===== src/rtl/core/cts_pkg.sv =====
// Package for the cooperative task scheduler: field widths, codes, the
// broadcast and token structs shared by the top level and the task cells.
// No dependencies.
`timescale 1ns / 1ps

package cts_pkg;

  // Field widths fixed by the item formats
  localparam int ACT_W      = 3;
  localparam int SEM_W      = 3;
  localparam int CNT_W      = 8;
  localparam int TICK_W     = 16;
  localparam int DELAY_W    = 15;
  localparam int TID_W      = 4;
  localparam int TCNT_W     = 4;
  localparam int WOKEN_W    = 4;
  localparam int CFG_IDX_W  = 2;
  localparam int CFG_DATA_W = 15;

  // A 4-bit slot count reaches 15 slots at most; a 3-bit id reaches 8 semaphores
  localparam int MAX_CELLS = 15;
  localparam int MAX_SEMS  = 8;

  // Register indexes on the configuration port
  localparam logic [CFG_IDX_W-1:0] CFG_MAX_DELAY  = 2'd0;
  localparam logic [CFG_IDX_W-1:0] CFG_TASK_COUNT = 2'd1;

  // Register reset values
  localparam logic [DELAY_W-1:0] MAX_DELAY_RST  = 15'd16384;
  localparam logic [TCNT_W-1:0]  TASK_COUNT_RST = 4'd8;

  // Counter ceiling and tick epoch constants
  localparam logic [CNT_W-1:0]   CNT_MAX   = 8'hFF;
  localparam logic [TICK_W-1:0]  EPOCH_BIT = 16'h8000;
  localparam logic [DELAY_W-1:0] LOW_MASK  = 15'h7FFF;

  typedef enum logic [ACT_W-1:0] {
    ACT_SEM_INIT = 3'd0,
    ACT_DELAY    = 3'd1,
    ACT_WAIT     = 3'd2,
    ACT_SIGNAL   = 3'd3,
    ACT_DISPATCH = 3'd4
  } action_t;

  typedef enum logic [1:0] {
    TS_RUNNING = 2'd0,
    TS_IDLE    = 2'd1,
    TS_DELAYED = 2'd2,
    TS_WAITING = 2'd3
  } task_state_t;

  typedef enum logic [1:0] {
    S_IDLE = 2'd0,
    S_PASS = 2'd1,
    S_DONE = 2'd2
  } seq_state_t;

  // Event context broadcast to every cell while a token walks the chain
  typedef struct packed {
    action_t              action;
    logic [SEM_W-1:0]     sem;
    logic                 delay_nz;
    logic [TICK_W-1:0]    wake;
    logic [TICK_W-1:0]    now;
    logic                 cur_valid;
    logic [TID_W-1:0]     cur_idx;
    logic                 park;
    logic [TID_W-1:0]     cursor;
    logic [TCNT_W-1:0]    task_count;
    logic [DELAY_W-1:0]   max_delay;
    logic                 scan;
  } evt_t;

  // Token handed from cell to cell, one hop per cycle
  typedef struct packed {
    logic                 valid;
    logic                 found;
    logic [TID_W-1:0]     tid;
    logic [WOKEN_W-1:0]   woken;
    logic                 any_idle;
  } tok_t;

  // Wake tick test with the epoch-bit wrap rule
  function automatic logic has_expired(input logic [TICK_W-1:0]  wake_at,
                                       input logic [TICK_W-1:0]  tick,
                                       input logic [DELAY_W-1:0] max_delay);
    logic [DELAY_W-1:0] e;
    logic [DELAY_W-1:0] t;
    logic [TICK_W-1:0]  wrap_gap;
    logic               res;
    e        = wake_at[DELAY_W-1:0];
    t        = tick[DELAY_W-1:0];
    wrap_gap = {1'b0, LOW_MASK} - {1'b0, t} + {1'b0, e};
    if (((wake_at ^ tick) & EPOCH_BIT) != '0) begin
      res = !((e < t) && (wrap_gap <= {1'b0, max_delay}));
    end else begin
      res = !(wake_at > tick);
    end
    return res;
  endfunction

endpackage


===== src/rtl/core/cts_intf.sv =====
// Channel interfaces of the task scheduler: input events, results and
// configuration writes. Depends on cts_pkg.
`timescale 1ns / 1ps

interface cts_in_if;
  import cts_pkg::*;
  logic                      valid;
  logic                      ready;
  logic [cts_pkg::ACT_W-1:0]   action;
  logic [cts_pkg::SEM_W-1:0]   sem_id;
  logic [cts_pkg::CNT_W-1:0]   init_value;
  logic [cts_pkg::DELAY_W-1:0] delay_ticks;
  logic [cts_pkg::TICK_W-1:0]  now_tick;
  modport source (output valid, action, sem_id, init_value, delay_ticks, now_tick,
                  input ready);
  modport sink   (input valid, action, sem_id, init_value, delay_ticks, now_tick,
                  output ready);
endinterface

interface cts_out_if;
  import cts_pkg::*;
  logic                        valid;
  logic                        ready;
  logic [cts_pkg::TID_W-1:0]   task_id;
  logic                        dispatched;
  logic                        granted;
  logic                        may_sleep;
  logic [cts_pkg::WOKEN_W-1:0] woken_count;
  modport source (output valid, task_id, dispatched, granted, may_sleep, woken_count,
                  input ready);
  modport sink   (input valid, task_id, dispatched, granted, may_sleep, woken_count,
                  output ready);
endinterface

interface cts_cfg_if;
  import cts_pkg::*;
  logic                           valid;
  logic                           ready;
  logic [cts_pkg::CFG_IDX_W-1:0]  index;
  logic [cts_pkg::CFG_DATA_W-1:0] data;
  modport source (output valid, index, data, input ready);
  modport sink   (input valid, index, data, output ready);
endinterface


===== src/rtl/core/cooperative_task_scheduler_top.sv =====
// Top level of the cooperative round-robin task scheduler: sequencer,
// semaphore counters, configuration and the chain of task cells.
// Depends on cts_pkg, cts_intf and cts_cell.
`timescale 1ns / 1ps

// Channel  Modport  Contents
// in_if    sink     action, sem_id, init_value, delay_ticks, now_tick
// out_if   source   task_id, dispatched, granted, may_sleep, woken_count
// cfg_if   sink     index, data (always ready)
//
// One event at a time. N = min(MAX_TASKS, 15) cells; a token walks them one
// cell per cycle. Sem init needs no pass; delay, wait, signal, or a dispatch
// that finds a task walks the chain once; a dispatch that falls through to
// the expiry scan walks the chain twice. Synchronous active-low reset; no
// clearing pass. A result waiting on out_if holds the next event in its
// final step while the chain stays idle.

module cooperative_task_scheduler_top #(
  parameter int MAX_TASKS      = 8,
  parameter int NUM_SEMAPHORES = 8
) (
  input logic clk,
  input logic rst_n,
  cts_in_if.sink    in_if,
  cts_out_if.source out_if,
  cts_cfg_if.sink   cfg_if
);
  import cts_pkg::*;

  localparam int TASK_CELLS = (MAX_TASKS < MAX_CELLS) ? MAX_TASKS : MAX_CELLS;
  localparam int SEM_SLOTS  = (NUM_SEMAPHORES < MAX_SEMS) ? NUM_SEMAPHORES : MAX_SEMS;
  localparam int SEM_IDX_W  = (SEM_SLOTS > 1) ? $clog2(SEM_SLOTS) : 1;
  localparam int SEM_MOD_W  = 7;

  seq_state_t         state_r, state_nxt;
  logic               launch_r, launch_nxt;
  logic               in_ready;
  logic               out_load;
  logic               in_fire;
  logic               cfg_fire;
  logic               pass_end;
  logic               first_fail;
  logic               needs_pass;

  logic [TID_W-1:0]   current_r;
  logic [TID_W-1:0]   cursor_r;
  logic [CNT_W-1:0]   sem_cnt_r [SEM_SLOTS];
  logic [DELAY_W-1:0] mdt_r;
  logic [TCNT_W-1:0]  tcount_r;

  evt_t               evt_r, evt_nxt;
  logic [TID_W-1:0]   res_tid_r;
  logic               res_disp_r;
  logic               res_grant_r;
  logic               res_sleep_r;
  logic [WOKEN_W-1:0] res_woken_r;

  logic               out_valid_r;
  logic [TID_W-1:0]   out_tid_r;
  logic               out_disp_r;
  logic               out_grant_r;
  logic               out_sleep_r;
  logic [WOKEN_W-1:0] out_woken_r;

  action_t            act_in;
  logic [SEM_MOD_W-1:0] sem_v;
  logic [SEM_W-1:0]   sem_sel;
  logic [CNT_W-1:0]   cnt_sel;
  logic               cur_valid;
  logic               park;

  tok_t               chain [TASK_CELLS+1];
  tok_t               tok_last;

  assign in_fire  = in_if.valid && in_ready;
  assign cfg_fire = cfg_if.valid && cfg_if.ready;
  assign act_in   = action_t'(in_if.action);

  // Semaphore number folded into the counters in use
  always_comb begin
    sem_v = SEM_MOD_W'(in_if.sem_id);
    for (int k = 0; k < 7; k++) begin
      if (sem_v >= SEM_MOD_W'(NUM_SEMAPHORES)) begin
        sem_v = sem_v - SEM_MOD_W'(NUM_SEMAPHORES);
      end
    end
    sem_sel = sem_v[SEM_W-1:0];
  end

  assign cnt_sel   = sem_cnt_r[sem_sel[SEM_IDX_W-1:0]];
  assign cur_valid = current_r != '0;
  assign park      = (act_in == ACT_WAIT) && (cnt_sel == '0) && cur_valid;

  // Event context captured on accept
  always_comb begin
    evt_nxt.action     = act_in;
    evt_nxt.sem        = sem_sel;
    evt_nxt.delay_nz   = in_if.delay_ticks != '0;
    evt_nxt.wake       = in_if.now_tick + {1'b0, in_if.delay_ticks};
    evt_nxt.now        = in_if.now_tick;
    evt_nxt.cur_valid  = cur_valid;
    evt_nxt.cur_idx    = current_r - 1'b1;
    evt_nxt.park       = park;
    evt_nxt.cursor     = cursor_r;
    evt_nxt.task_count = tcount_r;
    evt_nxt.max_delay  = mdt_r;
    evt_nxt.scan       = 1'b0;
  end

  // Cell chain
  assign chain[0] = '{valid: launch_r, found: 1'b0, tid: '0, woken: '0, any_idle: 1'b0};

  for (genvar g = 0; g < TASK_CELLS; g++) begin : g_cell
    cts_cell #(.IDX(g)) u_cell (
      .clk     (clk),
      .rst_n   (rst_n),
      .evt     (evt_r),
      .tok_in  (chain[g]),
      .tok_out (chain[g+1])
    );
  end

  assign tok_last   = chain[TASK_CELLS];
  assign pass_end   = (state_r == S_PASS) && tok_last.valid;
  assign first_fail = pass_end && (evt_r.action == ACT_DISPATCH) && !evt_r.scan &&
                      !tok_last.found;
  assign needs_pass = act_in inside {ACT_DELAY, ACT_WAIT, ACT_SIGNAL, ACT_DISPATCH};

  // Sequencer next state
  always_comb begin
    state_nxt  = state_r;
    launch_nxt = 1'b0;
    in_ready   = 1'b0;
    out_load   = 1'b0;
    case (state_r)
      S_IDLE: begin
        in_ready = 1'b1;
        if (in_if.valid) begin
          if (needs_pass) begin
            state_nxt  = S_PASS;
            launch_nxt = 1'b1;
          end else begin
            state_nxt = S_DONE;
          end
        end
      end
      S_PASS: begin
        if (first_fail) begin
          launch_nxt = 1'b1;
        end else if (pass_end) begin
          state_nxt = S_DONE;
        end
      end
      S_DONE: begin
        if (!out_valid_r || out_if.ready) begin
          out_load  = 1'b1;
          state_nxt = S_IDLE;
        end
      end
      default: begin
        state_nxt = S_IDLE;
      end
    endcase
  end

  always_ff @(posedge clk) begin
    if (!rst_n) begin
      state_r <= S_IDLE;
    end else begin
      state_r <= state_nxt;
    end
  end

  // Control state: config, current task, cursor, semaphores, output valid
  always_ff @(posedge clk) begin
    if (!rst_n) begin
      launch_r    <= 1'b0;
      out_valid_r <= 1'b0;
      current_r   <= '0;
      cursor_r    <= '0;
      mdt_r       <= MAX_DELAY_RST;
      tcount_r    <= TASK_COUNT_RST;
      for (int s = 0; s < SEM_SLOTS; s++) begin
        sem_cnt_r[s] <= '0;
      end
    end else begin
      launch_r <= launch_nxt;

      if (cfg_fire) begin
        if (cfg_if.index == CFG_MAX_DELAY) begin
          mdt_r <= cfg_if.data;
        end else if (cfg_if.index == CFG_TASK_COUNT) begin
          tcount_r <= cfg_if.data[TCNT_W-1:0];
        end
      end

      if (in_fire) begin
        if (cur_valid && (act_in == ACT_DELAY || act_in == ACT_DISPATCH || park)) begin
          current_r <= '0;
        end
        case (act_in)
          ACT_SEM_INIT: sem_cnt_r[sem_sel[SEM_IDX_W-1:0]] <= in_if.init_value;
          ACT_WAIT: begin
            if (cnt_sel != '0) begin
              sem_cnt_r[sem_sel[SEM_IDX_W-1:0]] <= cnt_sel - 1'b1;
            end
          end
          ACT_SIGNAL: begin
            if (cnt_sel != CNT_MAX) begin
              sem_cnt_r[sem_sel[SEM_IDX_W-1:0]] <= cnt_sel + 1'b1;
            end
          end
          default: begin
          end
        endcase
      end

      // end of a dispatch pass
      if (pass_end && evt_r.action == ACT_DISPATCH) begin
        if (!evt_r.scan && tok_last.found) begin
          current_r <= tok_last.tid;
          cursor_r  <= tok_last.tid;
        end else if (evt_r.scan) begin
          cursor_r <= '0;
        end
      end

      if (out_load) begin
        out_valid_r <= 1'b1;
      end else if (out_if.ready) begin
        out_valid_r <= 1'b0;
      end
    end
  end

  // Event and result payload
  always_ff @(posedge clk) begin
    if (in_fire) begin
      evt_r       <= evt_nxt;
      res_tid_r   <= (act_in == ACT_DISPATCH) ? '0 : current_r;
      res_disp_r  <= 1'b0;
      res_grant_r <= (act_in == ACT_WAIT) && (cnt_sel != '0);
      res_sleep_r <= 1'b0;
      res_woken_r <= '0;
    end
    if (first_fail) begin
      evt_r.scan <= 1'b1;
    end
    if (pass_end) begin
      if (evt_r.action == ACT_SIGNAL) begin
        res_woken_r <= tok_last.woken;
      end else if (evt_r.action == ACT_DISPATCH) begin
        if (!evt_r.scan && tok_last.found) begin
          res_tid_r  <= tok_last.tid;
          res_disp_r <= 1'b1;
        end else if (evt_r.scan) begin
          res_woken_r <= tok_last.woken;
          res_sleep_r <= !tok_last.any_idle;
        end
      end
    end
    if (out_load) begin
      out_tid_r   <= res_tid_r;
      out_disp_r  <= res_disp_r;
      out_grant_r <= res_grant_r;
      out_sleep_r <= res_sleep_r;
      out_woken_r <= res_woken_r;
    end
  end

  // Ports
  assign in_if.ready        = in_ready;
  assign cfg_if.ready       = 1'b1;
  assign out_if.valid       = out_valid_r;
  assign out_if.task_id     = out_tid_r;
  assign out_if.dispatched  = out_disp_r;
  assign out_if.granted     = out_grant_r;
  assign out_if.may_sleep   = out_sleep_r;
  assign out_if.woken_count = out_woken_r;

  // Checks
  a_token_in_pass: assert property (@(posedge clk) disable iff (!rst_n)
    tok_last.valid |-> state_r == S_PASS)
    else $error("token left the chain outside a pass");

  a_ready_no_launch: assert property (@(posedge clk) disable iff (!rst_n)
    in_if.ready |-> !launch_r)
    else $error("input ready while a token is being launched");

  a_disp_has_task: assert property (@(posedge clk) disable iff (!rst_n)
    (out_if.valid && out_if.dispatched) |-> out_if.task_id != '0)
    else $error("dispatch result without a task");

  a_sleep_alone: assert property (@(posedge clk) disable iff (!rst_n)
    (out_if.valid && out_if.may_sleep) |-> (!out_if.dispatched && out_if.woken_count == '0))
    else $error("may_sleep together with a dispatch or a wakeup");

endmodule


===== src/rtl/core/cts_cell.sv =====
// One task slot of the scheduler chain: status, wake tick and semaphore of
// its task, plus the token stage that hands the event on. Depends on cts_pkg.
`timescale 1ns / 1ps

module cts_cell #(
  parameter int IDX = 0
) (
  input  logic          clk,
  input  logic          rst_n,
  input  cts_pkg::evt_t evt,
  input  cts_pkg::tok_t tok_in,
  output cts_pkg::tok_t tok_out
);
  import cts_pkg::*;

  localparam logic [TID_W-1:0] MY_IDX = TID_W'(IDX);
  localparam logic [TID_W-1:0] MY_TID = TID_W'(IDX + 1);

  task_state_t         status_r, status_nxt;
  logic [TICK_W-1:0]   wake_r, wake_nxt;
  logic [SEM_W-1:0]    blk_r, blk_nxt;
  tok_t                tok_r, tok_nxt;

  logic        in_use;
  logic        is_cur;
  task_state_t eff;

  assign in_use = MY_IDX < evt.task_count;
  assign is_cur = evt.cur_valid && (evt.cur_idx == MY_IDX);

  // Slot update for the event carried by the token
  always_comb begin
    status_nxt = status_r;
    wake_nxt   = wake_r;
    blk_nxt    = blk_r;
    tok_nxt    = tok_in;
    eff        = is_cur ? TS_IDLE : status_r;
    if (tok_in.valid) begin
      case (evt.action)
        ACT_DELAY: begin
          if (is_cur) begin
            if (evt.delay_nz) begin
              status_nxt = TS_DELAYED;
              wake_nxt   = evt.wake;
            end else begin
              status_nxt = TS_IDLE;
            end
          end
        end
        ACT_WAIT: begin
          if (is_cur && evt.park) begin
            status_nxt = TS_WAITING;
            blk_nxt    = evt.sem;
          end
        end
        ACT_SIGNAL: begin
          if (in_use && status_r == TS_WAITING && blk_r == evt.sem) begin
            status_nxt    = TS_IDLE;
            tok_nxt.woken = tok_in.woken + 1'b1;
          end
        end
        ACT_DISPATCH: begin
          if (!evt.scan) begin
            // search pass: the current task is yielded on the way
            status_nxt = eff;
            if (!tok_in.found && in_use && MY_IDX >= evt.cursor && eff == TS_IDLE) begin
              status_nxt    = TS_RUNNING;
              tok_nxt.found = 1'b1;
              tok_nxt.tid   = MY_TID;
            end
          end else if (in_use) begin
            // expiry scan
            if (status_r == TS_DELAYED) begin
              if (has_expired(wake_r, evt.now, evt.max_delay)) begin
                status_nxt       = TS_IDLE;
                tok_nxt.woken    = tok_in.woken + 1'b1;
                tok_nxt.any_idle = 1'b1;
              end
            end else if (status_r == TS_IDLE) begin
              tok_nxt.any_idle = 1'b1;
            end
          end
        end
        default: begin
        end
      endcase
    end
  end

  // Status and token valid are reset; stored payload is written before it is read
  always_ff @(posedge clk) begin
    if (!rst_n) begin
      status_r    <= TS_IDLE;
      tok_r.valid <= 1'b0;
    end else begin
      status_r    <= status_nxt;
      tok_r.valid <= tok_nxt.valid;
    end
    wake_r         <= wake_nxt;
    blk_r          <= blk_nxt;
    tok_r.found    <= tok_nxt.found;
    tok_r.tid      <= tok_nxt.tid;
    tok_r.woken    <= tok_nxt.woken;
    tok_r.any_idle <= tok_nxt.any_idle;
  end

  assign tok_out = tok_r;

endmodule


===== src/flat_wrapper.sv =====
// flat-port wrapper written by rule: the top's interface ports become plain ports
module cooperative_task_scheduler_top_flat import cts_pkg::*;
#(
  parameter int MAX_TASKS      = 8,
  parameter int NUM_SEMAPHORES = 8
)
  (clk, rst_n, in_if_valid, in_if_action, in_if_sem_id, in_if_init_value, in_if_delay_ticks, in_if_now_tick, in_if_ready, out_if_valid, out_if_task_id, out_if_dispatched, out_if_granted, out_if_may_sleep, out_if_woken_count, out_if_ready, cfg_if_valid, cfg_if_index, cfg_if_data, cfg_if_ready);
  cts_in_if in_if_i ();
  cts_out_if out_if_i ();
  cts_cfg_if cfg_if_i ();
  input logic clk;
  input logic rst_n;
  input wire logic [$bits(in_if_i.valid)-1:0] in_if_valid;
  input wire logic [$bits(in_if_i.action)-1:0] in_if_action;
  input wire logic [$bits(in_if_i.sem_id)-1:0] in_if_sem_id;
  input wire logic [$bits(in_if_i.init_value)-1:0] in_if_init_value;
  input wire logic [$bits(in_if_i.delay_ticks)-1:0] in_if_delay_ticks;
  input wire logic [$bits(in_if_i.now_tick)-1:0] in_if_now_tick;
  output wire logic [$bits(in_if_i.ready)-1:0] in_if_ready;
  output wire logic [$bits(out_if_i.valid)-1:0] out_if_valid;
  output wire logic [$bits(out_if_i.task_id)-1:0] out_if_task_id;
  output wire logic [$bits(out_if_i.dispatched)-1:0] out_if_dispatched;
  output wire logic [$bits(out_if_i.granted)-1:0] out_if_granted;
  output wire logic [$bits(out_if_i.may_sleep)-1:0] out_if_may_sleep;
  output wire logic [$bits(out_if_i.woken_count)-1:0] out_if_woken_count;
  input wire logic [$bits(out_if_i.ready)-1:0] out_if_ready;
  input wire logic [$bits(cfg_if_i.valid)-1:0] cfg_if_valid;
  input wire logic [$bits(cfg_if_i.index)-1:0] cfg_if_index;
  input wire logic [$bits(cfg_if_i.data)-1:0] cfg_if_data;
  output wire logic [$bits(cfg_if_i.ready)-1:0] cfg_if_ready;
  assign in_if_i.valid = in_if_valid;
  assign in_if_i.action = in_if_action;
  assign in_if_i.sem_id = in_if_sem_id;
  assign in_if_i.init_value = in_if_init_value;
  assign in_if_i.delay_ticks = in_if_delay_ticks;
  assign in_if_i.now_tick = in_if_now_tick;
  assign in_if_ready = in_if_i.ready;
  assign out_if_valid = out_if_i.valid;
  assign out_if_task_id = out_if_i.task_id;
  assign out_if_dispatched = out_if_i.dispatched;
  assign out_if_granted = out_if_i.granted;
  assign out_if_may_sleep = out_if_i.may_sleep;
  assign out_if_woken_count = out_if_i.woken_count;
  assign out_if_i.ready = out_if_ready;
  assign cfg_if_i.valid = cfg_if_valid;
  assign cfg_if_i.index = cfg_if_index;
  assign cfg_if_i.data = cfg_if_data;
  assign cfg_if_ready = cfg_if_i.ready;
  cooperative_task_scheduler_top #(.MAX_TASKS(MAX_TASKS), .NUM_SEMAPHORES(NUM_SEMAPHORES)) u_core (.clk(clk), .rst_n(rst_n), .in_if(in_if_i), .out_if(out_if_i), .cfg_if(cfg_if_i));
endmodule

===== config.mk =====
export PLATFORM = sky130hd
export DESIGN_NAME = cooperative_task_scheduler_top_flat
export DESIGN_NICKNAME = d
export VERILOG_FILES = /design/src/rtl/core/cts_pkg.sv /design/src/rtl/core/cts_intf.sv /design/src/rtl/core/cooperative_task_scheduler_top.sv /design/src/rtl/core/cts_cell.sv /design/src/flat_wrapper.sv
export SDC_FILE = /design/constraint.sdc
export NUM_CORES = 1
export LEC_CHECK = 0
export ABC_CLOCK_PERIOD_IN_PS = 5800
export BUFFER_PORTS_ARGS = -buffer_cell sky130_fd_sc_hd__buf_2
export CAP_MARGIN = 20
export CELL_PAD_IN_SITES_DETAIL_PLACEMENT = 0
export CELL_PAD_IN_SITES_GLOBAL_PLACEMENT = 1
export CORE_UTILIZATION = 50
export CTS_BUF_LIST = sky130_fd_sc_hd__clkbuf_16
export CTS_CLUSTER_DIAMETER = 80
export DETAILED_ROUTE_END_ITERATION = 12
export PLACE_DENSITY_LB_ADDON = 0.1
export SLEW_MARGIN = 20
export SYNTH_ARGS = -nofsm -noshare
export SYNTH_HDL_FRONTEND = slang
export SYNTH_HIERARCHICAL = 1
export SYNTH_SLANG_ARGS = --single-unit

===== constraint.sdc =====
create_clock -name clk -period 5.8 [get_ports clk]
set_input_delay 0.29 -clock clk [delete_from_list [all_inputs] [get_ports clk]]
set_output_delay 0.29 -clock clk [all_outputs]
set_load 0.005 [all_outputs]

==> flow_metrics.py <==
metrics = {
    "layout": {
        "antenna_cells": 0,
        "final_nets": 3692,
        "drive_above_1_share_pct": 10.3,
        "seqCellArea_mm2": 0.0118,
        "layout_commonest_cell": "inv_1",
        "multi_input_area_mm2": 0.0168,
        "n_fill_cell": 5246,
        "areaGrowthSynthToFinish_pct": 11.2,
        "final_cell_mix": "inv_1 (363), edfxtp_1 (296), ha_1 (284), nand2_1 (238), a21oi_1 (228)",
    },
    "yosys": {
        "synth_edf_count": 296,
        "yosysTopAreaCell": "edfxtp_1",
        "netlist.area_leader.share_pct": 29.4,
        "synth.avg_cell_area_um2": 9.49,
        "synthCells": 3190,
        "ys_seq_elements": 442,
        "synthDistinctLibCells": 141,
        "yosys_most_used_dff": "edfxtp_1",
        "netlist_area_mm2": 0.0303,
        "synth_area_leaders": "edfxtp_1 (29%), ha_1 (12%), dfxtp_1 (9.7%), inv_1 (4.4%), a21oi_1 (3.8%)",
        "ys_seq_area_share_pct": 39.0,
        "yosys_warnings": 6,
        "async_flop_share_pct": 0,
    },
    "floorplan": {
        "start_util_pct": 51.0,
        "num_io_pins": 81,
        "dieHeight_um": 248,
        "die_w_um": 248,
        "dieArea_mm2": 0.0615,
        "core-area_mm2": 0.0594,
        "std_cell_rows": 89,
    },
    "cts": {
        "clk_pin_slew_ns": 0.06,
        "h-tree-depth": 2,
        "cts_buffers": 50,
        "clk_latency_ns": 0.62,
        "clk_path_buf_depth": 3,
        "cts_root_buffer": "clkbuf_16",
        "cts_sinks": 442,
        "cts_tree": "done",
        "post_cts_buffers": 0,
    },
    "worst_setup_path": {
        "worstSetupPathType": "register to register",
        "path_buf_inv": 1,
        "worstPathArrival_ns": 5.82,
        "reg2reg_setup_slack_ns": 0.49,
        "crit_required_ns": 6.31,
        "crit_start": "u_core/evt_r[30]",
        "reg2regPathDepth": 19,
        "critPathMaxStageDelay_ns": 0.80,
        "r2r-end": "u_core/g_cell[0].u_cell/status_r[0]",
        "start_kind": "register",
        "crit_slowest_cell": "edfxtp_1",
        "end_kind": "register",
        "path_cells": "inv_1 -> ha_1 -> a21oi_1 -> o21ai_0 -> a31oi_1 -> o21bai_1 -> a2111o_1 -> a31o_2 -> a21oi_1 -> xnor2_1 -> ha_1 -> and3_1 -> a221oi_2 -> nand2_1 -> a211o_1 -> a31oi_1 -> a21oi_2 -> a211o_2 -> mux2_4",
        "r2r-start": "u_core/evt_r[30]",
        "crit_family": "compound AO/OA/AOI/OAI gates",
        "path_max_fanout": 13,
    },
    "routing": {
        "wirelength_mm": 91.0,
        "drc": 0,
        "avgViaCountPerCell": 6.05,
        "dr_total_vias": 25100,
        "drtIter0Drc": 1845,
        "wl_per_cell_um": 21.9,
        "drtPass1Iterations": 5,
        "route.antenna.remaining_nets": 0,
    },
    "hold_path": {
        "hp-start": "cfg_if_data[1]",
        "whs_path_depth": 3,
        "min_path_type": "primary input to register",
        "holdPathEnd": "u_core/mdt_r[1]",
    },
    "timing": {
        "max_freq_mhz": 188,
        "final.min_clock_period_ns": 5.31,
        "postLayoutSetupSlackWorst_ns": 0.491,
        "drv_slew": 0,
        "grt_setup_unrepaired": "no",
        "hold_viol": 0,
        "finalCritPeriodShare_pct": 91.5,
        "finalClockSkew_ns": 0.0261,
        "setup_tns_ns": 0,
        "worst_pin_slew_ns": 1.07,
        "slew_headroom_pct": 28.4,
        "setup_viol_count_final": 0,
    },
    "placement": {
        "place_ws_ns": 0.586,
        "portBuffers": 79,
        "place.gp.congestion": 0.969,
        "dpl.hpwl_mm": 65.0,
    },
    "global_route": {
        "grtUsageTotal_pct": 29.5,
        "grt_pass1_wl_mm": 138,
        "grt_overflow_total": 0,
        "grt_pass1_vias": 24000,
        "antenna_found_initial": 3,
        "grt_start_max_net_pins": 45,
    },
    "power": {
        "power_density_mw_per_mm2": 253,
        "ir_drop_v": 0.000230,
        "leakage_uw": 0.0138,
    },
    "job": {
        "drv_cap": 0,
    },
    "status": {
        "outcome": "finished, final reports clean",
    },
}
==> logic make-up after synthesis <==
group | synth area share, %
flops | 39.0
mux | 1.84
other cells | 0.0248
xor+xnor | 4.54
compound gates | 18.3
simple gates | 18.1
buf+inv | 5.81
fa+ha+maj | 12.3
==> cell type report <==
type                    count  share of cell area [%]
multi-input cells        2324                    49.9
flip-flops and latches    442                    35.1
clock buffers              53                    3.94
inverters                 363                    4.05
well taps                 773                    2.87
repair buffers            151                    3.03
clock inverters            40                    1.06
==> per-stage QoR <==
stage,total power (uW),hold slack (ns),area [um2],util [%],cells
6_report,8520,0.0265,33700,56.7,4146
5_1_grt,8870,0.0196,33700,56.7,4146
4_1_cts,8560,0.00610,33700,56.7,4146
3_5_place_dp,5290,0.398,31600,53.3,4019
3_3_place_gp,5250,0.398,31600,53.3,4019
2_1_floorplan,4760,0.371,30300,-,3206
==> how the worst max path moves through the flow <==
stage / cells past startpoint / end
final: 19 / u_core/g_cell[0].u_cell/status_r[0]
after global placement: 19 / u_core/g_cell[0].u_cell/status_r[0]
after CTS: 19 / u_core/g_cell[0].u_cell/status_r[0]
after floorplan: 19 / u_core/g_cell[0].u_cell/status_r[0]
after detailed placement: 19 / u_core/g_cell[0].u_cell/status_r[0]
after global routing: 19 / u_core/g_cell[0].u_cell/status_r[0]
==> registers in the layout, indices dropped and copies added (netlist names), 15 cells and up <==
| name | flops |
|---|---|
| u_core/g_cell.u_cell/tok_out | 88 |
| u_core/sem_cnt_r | 64 |
| u_core/mdt_r | 15 |
| u_core/evt_r | 69 |
| u_core/g_cell.u_cell/blk_r | 24 |
| u_core/g_cell.u_cell/status_r | 16 |
| u_core/g_cell.u_cell/wake_r | 128 |
==> power breakdown <==
group	switching, uW	internal (uW)
Sequential	244	3490
Clock	1400	1850
Combinational	909	625
==> tightest hold or removal path, delay by kind of cell <==
kind | cells | cell delay (ns)
buffers and inverters | 1 | 0.15
AND/OR/NAND/NOR | 1 | 0.08
AO/OA/AOI/OAI | 1 | 0.07
==> Yosys cell counts (10+ instances only) <==
master    count
a211o_1      10
a211oi_1     43
a21boi_0     25
a21o_1       49
a21oi_1     228
a31o_2       10
a31oi_1      22
and2_1       45
and3_1       28
buf_2        13
clkbuf_1     44
dfxtp_1     146
edfxtp_1    296
ha_1        284
inv_1       358
mux2i_1      25
nand2_1     238
nand2b_1     57
nand3_1     122
nand4_1      50
nor2_1      176
nor2b_1      64
nor3_1       81
nor3b_1      10
nor4_1       34
o211ai_1     40
o21a_1       24
o21ai_0      94
o21ai_1      14
o21bai_1     24
o22ai_1      11
o31ai_1      11
or2_2        23
or3_1        23
or4_1        11
xnor2_1     101
xor2_1       56
==> routing by layer <==
metal | vias to the layer above | track usage (%) | wire length (um)
li1 | 11900 | - | -
met1 | 12200 | 39.5 | 40200
met2 | 845 | 48.4 | 41600
met3 | 181 | 3.44 | 5590
met4 | 2 | 11.9 | 3590
met5 | - | 0 | 14
==> repair_timing <==
item	in CTS	in global routing
hold buffers	34	0
endpoints found under the hold margin	37	0
resized for setup	0	0
Note: power is estimated with default switching activity, not from simulation.
